==> src/sv/ppm_frame_decoder_unit_defines.svh <==
// Assertion macros shared by the decoder modules.
`ifndef PPM_FRAME_DECODER_UNIT_DEFINES_SVH
`define PPM_FRAME_DECODER_UNIT_DEFINES_SVH

// Condition a implies condition b in the same cycle.
`define PPMFD_ASSERT_IMPLY(label, clk, rst_n, a, b) \
	label: assert property (@(posedge clk) disable iff (!(rst_n)) (a) |-> (b)) \
		else $error("ppmfd: implication check failed");

// Condition a implies condition b in the following cycle.
`define PPMFD_ASSERT_NEXT(label, clk, rst_n, a, b) \
	label: assert property (@(posedge clk) disable iff (!(rst_n)) (a) |=> (b)) \
		else $error("ppmfd: next-cycle check failed");

// Condition a never holds.
`define PPMFD_ASSERT_NEVER(label, clk, rst_n, a) \
	label: assert property (@(posedge clk) disable iff (!(rst_n)) !(a)) \
		else $error("ppmfd: forbidden condition seen");

`endif

==> src/sv/ppmfd_pkg.sv <==
package ppmfd_pkg;

	// Channel count and derived widths
	localparam int unsigned NUM_CHANNELS = 8;
	localparam int unsigned OUT_CHANNELS = 8;
	localparam int unsigned CHAN_W       = 16;
	localparam int unsigned SLOT_W       = $clog2(NUM_CHANNELS + 1);
	localparam int unsigned CFG_IDX_W    = 3;

	// Event codes
	localparam logic [1:0] CMD_CAPTURE         = 2'd0;
	localparam logic [1:0] CMD_TIMEOUT         = 2'd1;
	localparam logic [1:0] CMD_TIMEOUT_CAPTURE = 2'd2;

	// Register indexes
	localparam logic [CFG_IDX_W-1:0] REG_SYNC_THRESHOLD = 3'd0;
	localparam logic [CFG_IDX_W-1:0] REG_WINDOW_LOW     = 3'd1;
	localparam logic [CFG_IDX_W-1:0] REG_WINDOW_HIGH    = 3'd2;
	localparam logic [CFG_IDX_W-1:0] REG_VALUE_FLOOR    = 3'd3;
	localparam logic [CFG_IDX_W-1:0] REG_FAILSAFE_VALUE = 3'd4;

	// Register reset values
	localparam logic [CHAN_W-1:0] RST_SYNC_THRESHOLD = 16'd3000;
	localparam logic [CHAN_W-1:0] RST_WINDOW_LOW     = 16'd500;
	localparam logic [CHAN_W-1:0] RST_WINDOW_HIGH    = 16'd2500;
	localparam logic [CHAN_W-1:0] RST_VALUE_FLOOR    = 16'd1000;
	localparam logic [CHAN_W-1:0] RST_FAILSAFE_VALUE = 16'd1500;

	typedef struct packed {
		logic [CHAN_W-1:0] sync_threshold;
		logic [CHAN_W-1:0] window_low;
		logic [CHAN_W-1:0] window_high;
		logic [CHAN_W-1:0] value_floor;
		logic [CHAN_W-1:0] failsafe_value;
	} cfg_t;

	typedef struct packed {
		logic [1:0]        cmd;
		logic [CHAN_W-1:0] interval;
	} item_t;

	typedef struct packed {
		logic [CHAN_W-1:0] chan0;
		logic [CHAN_W-1:0] chan1;
		logic [CHAN_W-1:0] chan2;
		logic [CHAN_W-1:0] chan3;
		logic [CHAN_W-1:0] chan4;
		logic [CHAN_W-1:0] chan5;
		logic [CHAN_W-1:0] chan6;
		logic [CHAN_W-1:0] chan7;
		logic [3:0]        slot;
		logic              signal_seen;
	} result_t;

	typedef logic [NUM_CHANNELS-1:0][CHAN_W-1:0] store_t;

endpackage

==> src/sv/ppmfd_cfg_regs.sv <==
module ppmfd_cfg_regs (
	input  logic                               clk,
	input  logic                               arst_n,
	input  logic                               cfg_we,
	input  logic [ppmfd_pkg::CFG_IDX_W-1:0]    cfg_index,
	input  logic [ppmfd_pkg::CHAN_W-1:0]       cfg_wdata,
	output ppmfd_pkg::cfg_t                    cfg
);

	ppmfd_pkg::cfg_t cfg_q;

	// Write the addressed register; ignore indexes beyond the list
	always_ff @(posedge clk or negedge arst_n) begin
		if (!arst_n) begin
			cfg_q.sync_threshold <= ppmfd_pkg::RST_SYNC_THRESHOLD;
			cfg_q.window_low     <= ppmfd_pkg::RST_WINDOW_LOW;
			cfg_q.window_high    <= ppmfd_pkg::RST_WINDOW_HIGH;
			cfg_q.value_floor    <= ppmfd_pkg::RST_VALUE_FLOOR;
			cfg_q.failsafe_value <= ppmfd_pkg::RST_FAILSAFE_VALUE;
		end else if (cfg_we) begin
			case (cfg_index)
				ppmfd_pkg::REG_SYNC_THRESHOLD: cfg_q.sync_threshold <= cfg_wdata;
				ppmfd_pkg::REG_WINDOW_LOW:     cfg_q.window_low     <= cfg_wdata;
				ppmfd_pkg::REG_WINDOW_HIGH:    cfg_q.window_high    <= cfg_wdata;
				ppmfd_pkg::REG_VALUE_FLOOR:    cfg_q.value_floor    <= cfg_wdata;
				ppmfd_pkg::REG_FAILSAFE_VALUE: cfg_q.failsafe_value <= cfg_wdata;
				default: ;
			endcase
		end
	end

	assign cfg = cfg_q;

endmodule

==> src/sv/ppmfd_decode_core.sv <==
`include "ppm_frame_decoder_unit_defines.svh"

module ppmfd_decode_core (
	input  logic                 clk,
	input  logic                 arst_n,
	input  ppmfd_pkg::cfg_t      cfg,
	input  logic                 item_valid,
	output logic                 item_ready,
	input  ppmfd_pkg::item_t     item,
	input  logic                 push_ready,
	output logic                 push_valid,
	output ppmfd_pkg::result_t   push_data
);

	logic                                  valid_s1;
	ppmfd_pkg::item_t                      item_s1;
	ppmfd_pkg::store_t                     store_q;
	logic [ppmfd_pkg::SLOT_W-1:0]          slot_q;
	logic                                  seen_q;

	ppmfd_pkg::store_t                     store_d;
	logic [ppmfd_pkg::SLOT_W-1:0]          slot_d;
	logic                                  seen_d;
	logic                                  advance;

	function automatic logic [ppmfd_pkg::CHAN_W-1:0] chan_of(ppmfd_pkg::store_t s,
			int unsigned i);
		logic [ppmfd_pkg::CHAN_W-1:0] r;
		r = '0;
		for (int unsigned j = 0; j < ppmfd_pkg::NUM_CHANNELS; j++) begin
			if (j == i) r = s[j];
		end
		return r;
	endfunction

	// Input register: refill when empty or whenever the held transaction moves on
	assign advance    = valid_s1 && push_ready;
	assign item_ready = !valid_s1 || push_ready;
	assign push_valid = valid_s1;

	always_ff @(posedge clk or negedge arst_n) begin
		if (!arst_n) begin
			valid_s1 <= 1'b0;
		end else if (item_ready) begin
			valid_s1 <= item_valid;
		end
	end

	always_ff @(posedge clk) begin
		if (item_ready && item_valid) begin
			item_s1 <= item;
		end
	end

	// Apply the timeout, then the capture, to the decoder state
	always_comb begin
		logic                          do_to;
		logic                          do_cap;
		logic                          in_win;
		logic [ppmfd_pkg::CHAN_W:0]    sum;
		logic [ppmfd_pkg::CHAN_W-1:0]  val;
		do_to  = (item_s1.cmd == ppmfd_pkg::CMD_TIMEOUT) ||
			(item_s1.cmd == ppmfd_pkg::CMD_TIMEOUT_CAPTURE);
		do_cap = (item_s1.cmd == ppmfd_pkg::CMD_CAPTURE) ||
			(item_s1.cmd == ppmfd_pkg::CMD_TIMEOUT_CAPTURE);
		in_win = (item_s1.interval > cfg.window_low) && (item_s1.interval < cfg.window_high);
		sum    = {1'b0, item_s1.interval} + {{ppmfd_pkg::CHAN_W{1'b0}}, 1'b1};
		val    = (sum[ppmfd_pkg::CHAN_W-1:0] < cfg.value_floor) ? cfg.value_floor :
			sum[ppmfd_pkg::CHAN_W-1:0];

		store_d = store_q;
		slot_d  = slot_q;
		seen_d  = seen_q;

		// Timeout: drop the frame, fall back to failsafe if nothing was seen
		if (do_to) begin
			slot_d = '0;
			if (!seen_q) begin
				for (int unsigned j = 0; j < ppmfd_pkg::NUM_CHANNELS; j++) begin
					store_d[j] = cfg.failsafe_value;
				end
			end
		end

		// Capture: store a windowed interval or abort the frame
		if (do_cap && (slot_d != '0)) begin
			if (in_win) begin
				for (int unsigned j = 0; j < ppmfd_pkg::NUM_CHANNELS; j++) begin
					if (slot_d == ppmfd_pkg::SLOT_W'(j + 1)) store_d[j] = val;
				end
				seen_d = 1'b1;
				if (slot_d < ppmfd_pkg::SLOT_W'(ppmfd_pkg::NUM_CHANNELS)) begin
					slot_d = slot_d + ppmfd_pkg::SLOT_W'(1);
				end else begin
					slot_d = '0;
				end
			end else begin
				slot_d = '0;
			end
		end

		// Sync gap opens a new frame
		if (do_cap && (slot_d == '0) && (item_s1.interval > cfg.sync_threshold)) begin
			slot_d = ppmfd_pkg::SLOT_W'(1);
		end
	end

	// Commit the state as the transaction leaves for the result buffer
	always_ff @(posedge clk or negedge arst_n) begin
		if (!arst_n) begin
			store_q <= '0;
			slot_q  <= '0;
			seen_q  <= 1'b0;
		end else if (advance) begin
			store_q <= store_d;
			slot_q  <= slot_d;
			seen_q  <= seen_d;
		end
	end

	// Report the state after the event
	always_comb begin
		push_data.chan0       = chan_of(store_d, 0);
		push_data.chan1       = chan_of(store_d, 1);
		push_data.chan2       = chan_of(store_d, 2);
		push_data.chan3       = chan_of(store_d, 3);
		push_data.chan4       = chan_of(store_d, 4);
		push_data.chan5       = chan_of(store_d, 5);
		push_data.chan6       = chan_of(store_d, 6);
		push_data.chan7       = chan_of(store_d, 7);
		push_data.slot        = 4'(slot_d);
		push_data.signal_seen = seen_d;
	end

	`PPMFD_ASSERT_NEXT(a_seen_sticky, clk, arst_n, seen_q, seen_q)
	`PPMFD_ASSERT_NEVER(a_slot_range, clk, arst_n,
		slot_q > ppmfd_pkg::SLOT_W'(ppmfd_pkg::NUM_CHANNELS))
	`PPMFD_ASSERT_NEXT(a_timeout_clears, clk, arst_n,
		advance && (item_s1.cmd == ppmfd_pkg::CMD_TIMEOUT), slot_q == '0)

endmodule

==> src/sv/ppmfd_out_buffer.sv <==
`include "ppm_frame_decoder_unit_defines.svh"

module ppmfd_out_buffer (
	input  logic                 clk,
	input  logic                 arst_n,
	input  logic                 push_valid,
	output logic                 push_ready,
	input  ppmfd_pkg::result_t   push_data,
	output logic                 result_valid,
	input  logic                 result_ready,
	output ppmfd_pkg::result_t   result
);

	logic                head_valid_q;
	logic                skid_valid_q;
	ppmfd_pkg::result_t  head_q;
	ppmfd_pkg::result_t  skid_q;
	logic                push;
	logic                pop;

	assign push_ready   = !skid_valid_q;
	assign push         = push_valid && push_ready;
	assign pop          = head_valid_q && result_ready;
	assign result_valid = head_valid_q;
	assign result       = head_q;

	// Track occupancy of head and skid entries
	always_ff @(posedge clk or negedge arst_n) begin
		if (!arst_n) begin
			head_valid_q <= 1'b0;
			skid_valid_q <= 1'b0;
		end else begin
			if (skid_valid_q) begin
				if (pop) skid_valid_q <= 1'b0;
			end else if (push && head_valid_q && !pop) begin
				skid_valid_q <= 1'b1;
			end
			if (pop) begin
				head_valid_q <= skid_valid_q || push;
			end else if (push) begin
				head_valid_q <= 1'b1;
			end
		end
	end

	// Move payloads: refill head from skid first, else from the new transaction
	always_ff @(posedge clk) begin
		if (skid_valid_q) begin
			if (pop) head_q <= skid_q;
		end else if (push) begin
			if (!head_valid_q || pop) begin
				head_q <= push_data;
			end else begin
				skid_q <= push_data;
			end
		end
	end

	`PPMFD_ASSERT_IMPLY(a_skid_needs_head, clk, arst_n, skid_valid_q, head_valid_q)
	`PPMFD_ASSERT_NEXT(a_skid_drains, clk, arst_n, skid_valid_q && pop, !skid_valid_q)

endmodule

==> src/sv/ppm_frame_decoder_unit.sv <==
// Channel   Handshake                     Payload
// item      item_valid / item_ready       ppmfd_pkg::item_t   (cmd, interval)
// result    result_valid / result_ready   ppmfd_pkg::result_t (chan0..chan7, slot, signal_seen)
// cfg       cfg_we (no wait)              cfg_index, cfg_wdata
//
// One event per clock sustained while result_ready stays high; each item passes the input
// register and then the result register before its result is presented.
// Decoder state advances as a transaction leaves the input register for the result buffer.
// A skid entry catches the transaction in flight when result_ready drops: item_ready falls
// the cycle after a result stall begins and rises again once the held result is taken.
// Reset is asynchronous: registers to defaults, channels zero, slot zero, flag clear.
module ppm_frame_decoder_unit (
	input  logic                               clk,
	input  logic                               arst_n,
	input  logic                               item_valid,
	output logic                               item_ready,
	input  ppmfd_pkg::item_t                   item,
	output logic                               result_valid,
	input  logic                               result_ready,
	output ppmfd_pkg::result_t                 result,
	input  logic                               cfg_we,
	input  logic [ppmfd_pkg::CFG_IDX_W-1:0]    cfg_index,
	input  logic [ppmfd_pkg::CHAN_W-1:0]       cfg_wdata
);

	ppmfd_pkg::cfg_t     cfg;
	ppmfd_pkg::result_t  push_data;
	logic                push_valid;
	logic                push_ready;

	// Configuration registers
	ppmfd_cfg_regs u_cfg (
		.clk       (clk),
		.arst_n    (arst_n),
		.cfg_we    (cfg_we),
		.cfg_index (cfg_index),
		.cfg_wdata (cfg_wdata),
		.cfg       (cfg)
	);

	// Input register and frame decode
	ppmfd_decode_core u_core (
		.clk        (clk),
		.arst_n     (arst_n),
		.cfg        (cfg),
		.item_valid (item_valid),
		.item_ready (item_ready),
		.item       (item),
		.push_ready (push_ready),
		.push_valid (push_valid),
		.push_data  (push_data)
	);

	// Result register with skid entry
	ppmfd_out_buffer u_out (
		.clk          (clk),
		.arst_n       (arst_n),
		.push_valid   (push_valid),
		.push_ready   (push_ready),
		.push_data    (push_data),
		.result_valid (result_valid),
		.result_ready (result_ready),
		.result       (result)
	);

endmodule

==> config.mk <==
export PLATFORM = sky130hd
export DESIGN_NAME = ppm_frame_decoder_unit
export DESIGN_NICKNAME = d
export VERILOG_FILES = /design/src/sv/ppmfd_pkg.sv /design/src/sv/ppmfd_cfg_regs.sv /design/src/sv/ppmfd_decode_core.sv /design/src/sv/ppmfd_out_buffer.sv /design/src/sv/ppm_frame_decoder_unit.sv
export VERILOG_INCLUDE_DIRS = /design/src /design/src/sv
export SDC_FILE = /design/constraint.sdc
export NUM_CORES = 1
export LEC_CHECK = 0
export BUFFER_PORTS_ARGS = -buffer_cell sky130_fd_sc_hd__buf_2
export CORE_ASPECT_RATIO = 2
export CORE_MARGIN = 5
export CORE_UTILIZATION = 55
export CTS_CLUSTER_SIZE = 28
export DETAILED_ROUTE_END_ITERATION = 8
export HOLD_SLACK_MARGIN = 0.15
export PLACE_DENSITY = 0.84
export SLEW_MARGIN = 5
export SYNTH_ARGS = -nofsm -noshare
export SYNTH_HDL_FRONTEND = slang
export SYNTH_SLANG_ARGS = --single-unit
==> constraint.sdc <==
create_clock -name clk -period 8.18 [get_ports clk]
set_input_delay 0.818 -clock clk [delete_from_list [all_inputs] [get_ports clk]]
set_output_delay 0.818 -clock clk [all_outputs]
set_load 0.02 [all_outputs]
[Word-level counts from Yosys, hierarchy flattened]
Index checks and enable logic that the tools add are counted.
Cells by class
  add/sub/neg operators: 2
  magnitude comparators: 5
  equality and inequality tests: 15
  multiplexer cells: 29
  bitwise operators: 2
  reduce and logical (&&, ||, !) cells: 32
Operator list (count)
  $mux W133: 4
  $mux W128: 4
  $mux W16: 9
  $gt A16 B16 Y1: 2
  $lt A16 B16 Y1: 2
  $mux W4: 5
  $add A16 B1 Y16 const B: 1
  $eq A4 B3 Y1 const B: 4
  $reduce_and A2 Y1: 5
  $logic_and A1 B1 Y1: 9
  $eq A4 B2 Y1 const B: 2
  $mux W1: 7
  $eq A3 B2 Y1 const B: 2
  $reduce_and A3 Y1: 2
  $reduce_bool A2 Y1: 3
  $logic_or A1 B1 Y1: 5
  $add A4 B1 Y4 const B: 1
  $eq A4 B1 Y1 const B: 1
  $eq A4 B4 Y1 const B: 1
  $logic_not A1 Y1: 4
  $logic_not A4 Y1: 1
  $lt A4 B4 Y1 const B: 1
  $reduce_bool A4 Y1: 1
  $eq A3 B1 Y1 const B: 1
  7 further kinds: 8
Storage, ports and cells
  register bits after elaboration: 500
  input port bits: 42
  output and inout bits: 135
  logic and storage cells: 125

[Longest topological paths before layout]
Gate-level depths: netlist of run 1.
  depth after elaboration: 14
  gate-level depth with buffers: 14

[By module]
From an unflattened synthesis of run 1, not the netlist that was laid out.
Second synthesis, totals
  cells, all modules: 1893
  area, all modules: 23622.7 µm²
By module, submodules not included
  ppmfd_decode_core: instances 1, cells each 1294, area each 10782.8 µm², sequential area each 3893.7 µm²
  ppmfd_out_buffer: instances 1, cells each 426, area each 9750.6 µm², sequential area each 8037.7 µm²
  ppmfd_cfg_regs: instances 1, cells each 173, area each 3089.2 µm², sequential area each 2040.7 µm²

[Least setup slack after synthesis of run 1]
Ideal clock, no wire load.
  path kind: register to register
  start: register u_out.skid_valid_q
  end: register u_out.head_q (netlist bit u_out.result[0]), enable pin
  setup time: 0.669 ns
  arrival time: 7.956 ns
  data required time: 7.511 ns
  path slack: -0.446 ns
  stages on the path, launching flop included: 7
  buffers on the path: 3
  period minus slack after synthesis: 8.626 ns
  cells stage by stage: dfrtp_1 -> clkbuf_1 -> nor2b_1 -> clkbuf_1 -> clkbuf_1 -> a21oi_1 -> a21oi_1
On the way
  cells in the longest elaborated chain, start to end: 4
  elaborated cells between the ends (all ways): 6
  those cells by class: 1 x eq/ne; 5 x reduce/logical
RTL lines
  start: declaration: RTL line ppmfd_out_buffer.sv:15  | logic skid_valid_q;
  start signal: assignment: RTL line ppmfd_out_buffer.sv:31  | skid_valid_q <= 1'b0;
  start signal: assignment: RTL line ppmfd_out_buffer.sv:34  | if (pop) skid_valid_q <= 1'b0;
  start signal: assignment: RTL line ppmfd_out_buffer.sv:36  | skid_valid_q <= 1'b1;
  $logic_not A1 Y1: RTL line ppmfd_out_buffer.sv:21  | assign push_ready = !skid_valid_q;
  $logic_and A1 B1 Y1: RTL line ppmfd_out_buffer.sv:22  | assign push = push_valid && push_ready;
  $reduce_bool A2 Y1 (no source line)
  $reduce_and A3 Y1 (no source line) *
  end signal: assignment: RTL line ppmfd_out_buffer.sv:49  | if (pop) head_q <= skid_q;
  end signal: assignment: RTL line ppmfd_out_buffer.sv:52  | head_q <= push_data;
  end: declaration: RTL line ppmfd_out_buffer.sv:16  | ppmfd_pkg::result_t head_q;
Mark *: on every way between the ends. The rest lies on a longest branch, timed or not.
A chain may end at the register's enable or synchronous reset.

[Worst setup path in the final report of run 1]
  start: register u_core.item_s1[2] in the netlist's numbering
  end: register u_out.head_q (netlist bit u_out.result[117]) (data pin)
On the way
  cells in the longest elaborated chain, start to end: 9
  elaborated cells between the ends (all ways): 12
  those cells by class: 1 x add/sub; 3 x order compare; 7 x mux; 1 x reduce/logical
RTL lines
  start: declaration: RTL line ppmfd_decode_core.sv:16  | ppmfd_pkg::item_t item_s1;
  start signal: assignment: RTL line ppmfd_decode_core.sv:51  | item_s1 <= item;
  $add A16 B1 Y16: RTL line ppmfd_decode_core.sv:67  | sum = {1'b0, item_s1.interval} + {{ppmfd_pkg::CHAN_W{1'b0}}, 1'b1};
  $lt A16 B16 Y1: RTL line ppmfd_decode_core.sv:68  | val = (sum[ppmfd_pkg::CHAN_W-1:0] < cfg.value_floor) ? cfg.value_floor :
  $mux W16: RTL line ppmfd_decode_core.sv:68
  $mux W16: RTL line ppmfd_decode_core.sv:89  | if (slot_d == ppmfd_pkg::SLOT_W'(j + 1)) store_d[j] = val;
  $mux W128 *: RTL line ppmfd_decode_core.sv:87  | if (in_win) begin
  $mux W128 *: RTL line ppmfd_decode_core.sv:86  | if (do_cap && (slot_d != '0)) begin
  $mux W133 *: RTL line ppmfd_out_buffer.sv:51  | if (!head_valid_q || pop) begin
  $mux W133 *: RTL line ppmfd_out_buffer.sv:50  | end else if (push) begin
  $mux W133 *: RTL line ppmfd_out_buffer.sv:48  | if (skid_valid_q) begin
Mark *: on every way between the ends. The rest lies on a longest branch, timed or not. The select of a mux whose other input is x is not followed.

==> results of run 1 <==
worst max-delay path: stages, from the launching register on:
cell      delay, ns
edfxtp_1       0.51
nand3_1        0.14
nor3_1         0.56
nand2_1        0.15
xnor2_1        0.24
ha_1           0.30
a211oi_2       0.18
o21bai_1       0.10
a2111o_1       0.41
a221o_1        0.67
mux2_2         0.60
mux2i_1        0.21
o21ai_0        0.42
layer usage:
layer  wire, µm  GRT usage, %  vias up
met5         13             0        -
met4       6154         22.16        2
met3       4706         4.218      256
met2      30940         44.95      902
met1      21230         29.85     8106
li1           -             -     7470
cells in the mapped netlist, types with 4 or more instances:
library cell	number	share of area, %
nand3_2	6	0.26
o31ai_1	33	1.1
nand3_1	17	0.37
o211ai_1	4	0.13
nor2b_1	6	0.16
clkbuf_1	88	1.4
xnor2_1	11	0.42
and3_1	6	0.16
a21o_1	4	0.13
nor2_1	30	0.49
dfrtp_1	185	20
a21oi_1	36	0.78
mux2_2	75	3.7
nand2b_1	9	0.24
buf_4	7	0.23
o21bai_1	4	0.13
mux2i_1	98	4.3
dfstp_2	31	3.5
mux2_4	24	1.6
and2_1	4	0.11
nand2_1	564	9.2
and4b_1	4	0.17
edfxtp_1	284	37
nor3_1	23	0.50
buf_2	4	0.087
ha_1	69	3.7
inv_1	167	2.7
nand4_1	16	0.43
o21ai_0	254	5.5
final cells by class:
class | instances | area (µm²)
multi-input cells | 1333 | 8082
fillers | 3178 | 15810
repair buffers | 192 | 1010
inverters | 167 | 626.9
flip-flops and latches | 500 | 13980
clock buffers | 52 | 1172
clock inverters | 26 | 292.8
well taps | 540 | 675.6
registers in the layout, indices dropped and copies added, names as in the netlist:
signal              cells
u_cfg.cfg              80
u_core.item_s1         18
u_core.push_valid       1
u_core.seen_q           1
u_core.slot_q           4
u_core.store_q        128
u_out.result          133
u_out.result_valid      1
u_out.skid_q          133
u_out.skid_valid_q      1
power breakdown:
group	internal (W)	switching (W)	leakage (nW)
clock	0.00119	0.000948	0.713
sequential	0.00392	0.000502	5.39
combinational	0.00117	0.00271	6.15
stage by stage:
| stage | cells | total power, W | util (%) | hold slack, ns | area, µm² |
|---|---|---|---|---|---|
| floorplan | 2103 | 0.006890 | - | 0.4484 | 23070 |
| global placement | 2732 | 0.008071 | 58.52 | 0.4602 | 24370 |
| detailed placement | 2732 | 0.008284 | 58.52 | 0.4667 | 24370 |
| CTS | 2810 | 0.01044 | 62.04 | 0.4075 | 25830 |
| global route | 2810 | 0.01097 | 62.04 | 0.4083 | 25830 |
| finish | 2810 | 0.01044 | 62.04 | 0.4192 | 25830 |
kinds of logic after synthesis:
logic type                 synth area share, %
and+or+nand+nor                          12.59
DFF                                      60.58
AOI/OAI and AO/OA                        8.441
buffers and inverters                    4.633
muxes                                    9.478
adders and majority gates                3.743
xor gates and xnor gates                0.5317
worst min path at each step:
stage,from,to,slack (ns),cells after the start
detailed placement,u_core.store_q[119],u_core.store_q[119],0.47,2
global route,item[11],u_core.item_s1[11],0.41,1
global placement,u_core.store_q[123],u_core.store_q[123],0.46,2
CTS,item[17],u_core.item_s1[17],0.41,1
floorplan,u_core.store_q[112],u_core.store_q[112],0.45,2
finish,arst_n,u_cfg.cfg[33],0.42,1
==> out/results.tsv, run 1 <==
metric	value	unit
hp-class	in2async	
max_freq	211.4	MHz
worstMarginPinSlew	1.318	ns
cts_resized	0	
setup_viol	0	
fin_crit_sh	57.82	%
start_kind	flop	
grt_overflow	0	
fin_setup_tns	0	ns
final_net_count	2347	
total_leakage_power	12.25	nW
drv_slew	0	
pre_cts_slack	3.510	ns
timing.rr.end	u_out.result[117]	
mostFrequentLayoutCells	nand2_1, edfxtp_1, o21ai_0, dfrtp_1, buf_2	
synth_cell_types	57	
worst-setup-path-type	reg2reg	
route.detailed.drc	0	
grt_pass1_vias	17200	
drt_iter0_drc	1708	
rows	106	
irDropWorstVdd	225.5	µV
hold_violations	0	
vias_per_cell	5.956	
post-dp-hpwl	42650	µm
crit_end	u_out.result[117]	
clock_latency	0.58	ns
gp_congestion	0.8925	
cts_sinks	500	
root_buffer	clkbuf_16	
detail_route.wl_per_cell	22.44	µm
worstReg2RegStart	u_core.item_s1[2]	
synth.yosys.seq_area_share	60.58	%
critPathArrivalTime	5.06	ns
synth-edff-count	284	
initial_utilization	55.38	%
setup_ws	3.450	ns
core_region_area	41640	µm²
status	finished clean	
grt_max_degree	132	
grt_pass1_wl	96380	µm
layout_commonest_cell	nand2_1	
htree_levels	2	
avgSynthCellArea	10.97	µm²
cap_viol_max_count	0	
final_layout_size_suffix_gt1_share	18.06	%
synth_warnings	0	
wl	63040	µm
antenna_found_initial	1	
syn2layout_area_growth	12.02	%
finClkSkew	0.02713	ns
relSlewSlack	11.93	%
min_period	4.730	ns
synthCells	2103	
ioPinCount	177	
ctsHoldBuffers	0	
track_usage	26.86	%
cts_made_buffers	42	
required	8.51	ns
crit_fanout	16	
post_cts.repair.setup_buffers	0	
die_w	154.8	µm
syn-cell-area	23060	µm²
end_kind	flop	
cts_tree	done	
die-area	46380	µm²
grt_setup_unrepaired	false	
via_count	16740	
crit_path_start	u_core.item_s1[2]	
io_buffers	176	
reg2reg_depth	12	
syn_nets	2214	
drt_pass1_iterations	6	
clk_pin_slew_worst_paths	0.07	ns
synth_ff_type	edfxtp_1	
cts_buffer_depth	3	
ys_ff_latch	500	
dieHeight	299.6	µm
synthArstFlopShare	43.20	%
final_antenna_net_count	0	
r2r_setup_slack	3.45	ns
antenna_cells	0	
power_density	404.1	nW/µm²
No activity file was read; power rests on OpenSTA's default activity.
==> run 2, diff against run 1 <==
Clock period 8.18 ns to 3.9 ns, I/O delays scaled along.
==> run 2 against run 1 <==
The run now ends with negative setup slack left. Via count grew 4.6%. Sequential power grew 110%. Fmax grew 20%. Wire length grew 6.6%. Register-to-register slack lost 3.5 ns. Critical path type unchanged. Critical path depth grew 3. Die area is the same. Setup slack lost 3.5 ns. Clock skew is essentially flat. Worst hold slack lost 0.012 ns. Sequential cell count is the same. Highest routed layer is now met4. Cell area grew 7.9%.
==> out/results.tsv, run 2 (synthesized netlist as in run 1, its figures left out) <==
metric	value	unit	change
mostFrequentLayoutCells	nand2_1, edfxtp_1, o21ai_0, dfrtp_1, buf_2		unchanged
end_kind	flop		unchanged
fin_crit_sh	101.0	%	was 57.82%
grt_pass1_vias	17980		was 17200
dieHeight	299.6	µm	unchanged
timing.rr.end	u_out.result[127]		was u_out.result[117]
status	complete, but fails checks		was finished clean
layout_commonest_cell	nand2_1		unchanged
total_leakage_power	13.18	nW	was 12.25 nW
drt_iter0_drc	1666		was 1708
critPathArrivalTime	4.25	ns	was 5.06 ns
track_usage	28.37	%	was 26.86%
grt_max_degree	170		was 132
crit_fanout	8		was 16
cts_tree	done		unchanged
pre_cts_slack	-0.1822	ns	was 3.510 ns
finClkSkew	0.02739	ns	was 0.02713 ns
final_cell_area	27870	µm²	was 25830 µm²
worstReg2RegStart	u_core.item_s1[0]		was u_core.item_s1[2]
die-area	46380	µm²	unchanged
cts_sinks	500		unchanged
worstMarginPinSlew	1.146	ns	was 1.318 ns
setup_viol	10		was 0
violations	negative setup slack		
root_buffer	clkbuf_16		unchanged
holdWs	0.4072	ns	was 0.4192 ns
worst-setup-path-type	reg2reg		unchanged
clock_latency	0.58	ns	about the same
max_freq	253.9	MHz	was 211.4 MHz
n_fill_cell	2951		was 3178
antenna_cells	0		unchanged
die_w	154.8	µm	unchanged
required	4.21	ns	was 8.51 ns
antenna_found_initial	0		was 1
cts_made_buffers	42		unchanged
ioPinCount	177		unchanged
via_count	17510		was 16740
relSlewSlack	23.35	%	was 11.93%
hold_violations	0		unchanged
initial_utilization	55.38	%	unchanged
rows	106		unchanged
cap_viol_max_count	0		unchanged
drv_slew	0		unchanged
syn2layout_area_growth	20.85	%	was 12.02%
irDropWorstVdd	563.6	µV	was 225.5 µV
htree_levels	2		unchanged
post-dp-hpwl	45450	µm	was 42650 µm
clk_pin_slew_worst_paths	0.07	ns	about the same
core_region_area	41640	µm²	unchanged
final_layout_size_suffix_gt1_share	24.73	%	was 18.06%
gp_congestion	0.8880		was 0.8925
power_density	827.4	nW/µm²	was 404.1 nW/µm²
vias_per_cell	5.830		was 5.956
finalPower	0.02306	W	was 0.01044 W
route.detailed.drc	0		unchanged
cts_buffer_depth	3		unchanged
dpl_cell_area	25570	µm²	was 24370 µm²
detail_route.wl_per_cell	22.37	µm	was 22.44 µm
io_buffers	176		unchanged
wl	67190	µm	was 63040 µm
hp-class	in2async		unchanged
min_period	3.938	ns	was 4.730 ns
grt_pass1_wl	101300	µm	was 96380 µm
setup_ws	-0.03847	ns	was 3.450 ns
r2r_setup_slack	-0.04	ns	was 3.45 ns
grt_overflow	0		unchanged
start_kind	flop		unchanged
drt_pass1_iterations	6		unchanged
reg2reg_depth	15		was 12
final_net_count	2540		was 2347
final_antenna_net_count	0		unchanged
grt_setup_unrepaired	true		was false
run 2: cell types whose count changed in the layout (fill, tap and decap cells not counted), sizes merged:
| cell | change |
|---|---|
| inv | -2 |
| clkinvlp | -2 |
| dlygate4sd3 | +37 |
| bufinv | -2 |
| buf | +155 |
| clkbuf | +7 |
run 2: how the worst max path moves through the flow:
| stage | startpoint | cells past startpoint | slack, ns | endpoint |
|---|---|---|---|---|
| 5_1_grt | u_core.item_s1[5] | 14 | -0.11 | u_out.result[119] |
| 3_5_place_dp | u_core.item_s1[3] | 14 | -0.18 | u_out.result[52] |
| 2_1_floorplan | u_core.item_s1[2] | 14 | 0.005 | u_out.result[126] |
| 3_3_place_gp | u_core.item_s1[3] | 16 | -0.02 | u_out.result[52] |
| 6_report | u_core.item_s1[0] | 15 | -0.04 | u_out.result[127] |
| 4_1_cts | u_core.item_s1[0] | 15 | 0.002 | u_out.result[125] |
run 2: what timing repair did:
item / in CTS / in global routing
cloned: 1 / 0
endpoints found under the hold margin: 142 / 0
setup endpoints to repair: 70 / 243
pin swaps: 8 / 8
setup buffers: 5 / 9
hold buffers: 37 / 0
resized for setup: 26 / 66
run 2: worst max-delay path, cell delays in order (launching register included):
cell       delay (ns)
edfxtp_1         0.38
buf_6            0.11
nand2_2          0.05
nor3_2           0.18
buf_4            0.17
nand2_4          0.05
xnor2_2          0.15
ha_1             0.33
a211oi_2         0.19
o21bai_1         0.09
a2111o_1         0.39
a221o_2          0.43
clkbuf_16        0.20
mux2_4           0.37
mux2_4           0.31
mux2_2           0.26
run 2: power breakdown:
| part | internal [W] | switching [W] |
|---|---|---|
| clock | 0.00240 | 0.00197 |
| combinational | 0.00332 | 0.00619 |
| sequential | 0.00820 | 0.000981 |
run 2: cell type report:
class / instances / area (µm²) / area share (%)
clock buffers: 58 / 1209 / 4.337
inverters: 167 / 626.9 / 2.249
multi-input cells: 1333 / 8433 / 30.26
repair buffers: 385 / 2745 / 9.849
clock inverters: 20 / 206.4 / 0.7407
well taps: 540 / 675.6 / 2.424
flip-flops and latches: 500 / 13980 / 50.14
run 2: metrics by stage:
stage          util [%]  cells  setup TNS [ns]
6_report          66.93   3003         -0.2451
5_1_grt           66.93   3003          -3.214
4_1_cts           66.06   2994               0
3_5_place_dp      61.40   2873          -2.223
3_3_place_gp      61.40   2873        -0.02077
2_1_floorplan         -   2103               0
run 2: layer usage:
metal / wire (µm) / part of all wire, % / global-route usage [%] / vias up
li1: - / - / - / 7851
met5: 0 / 0 / 0 / -
met2: 33160 / 49 / 47.43 / 946
met4: 7243 / 11 / 25.47 / 0
met1: 22170 / 33 / 30.96 / 8445
met3: 4611 / 6.9 / 3.915 / 264
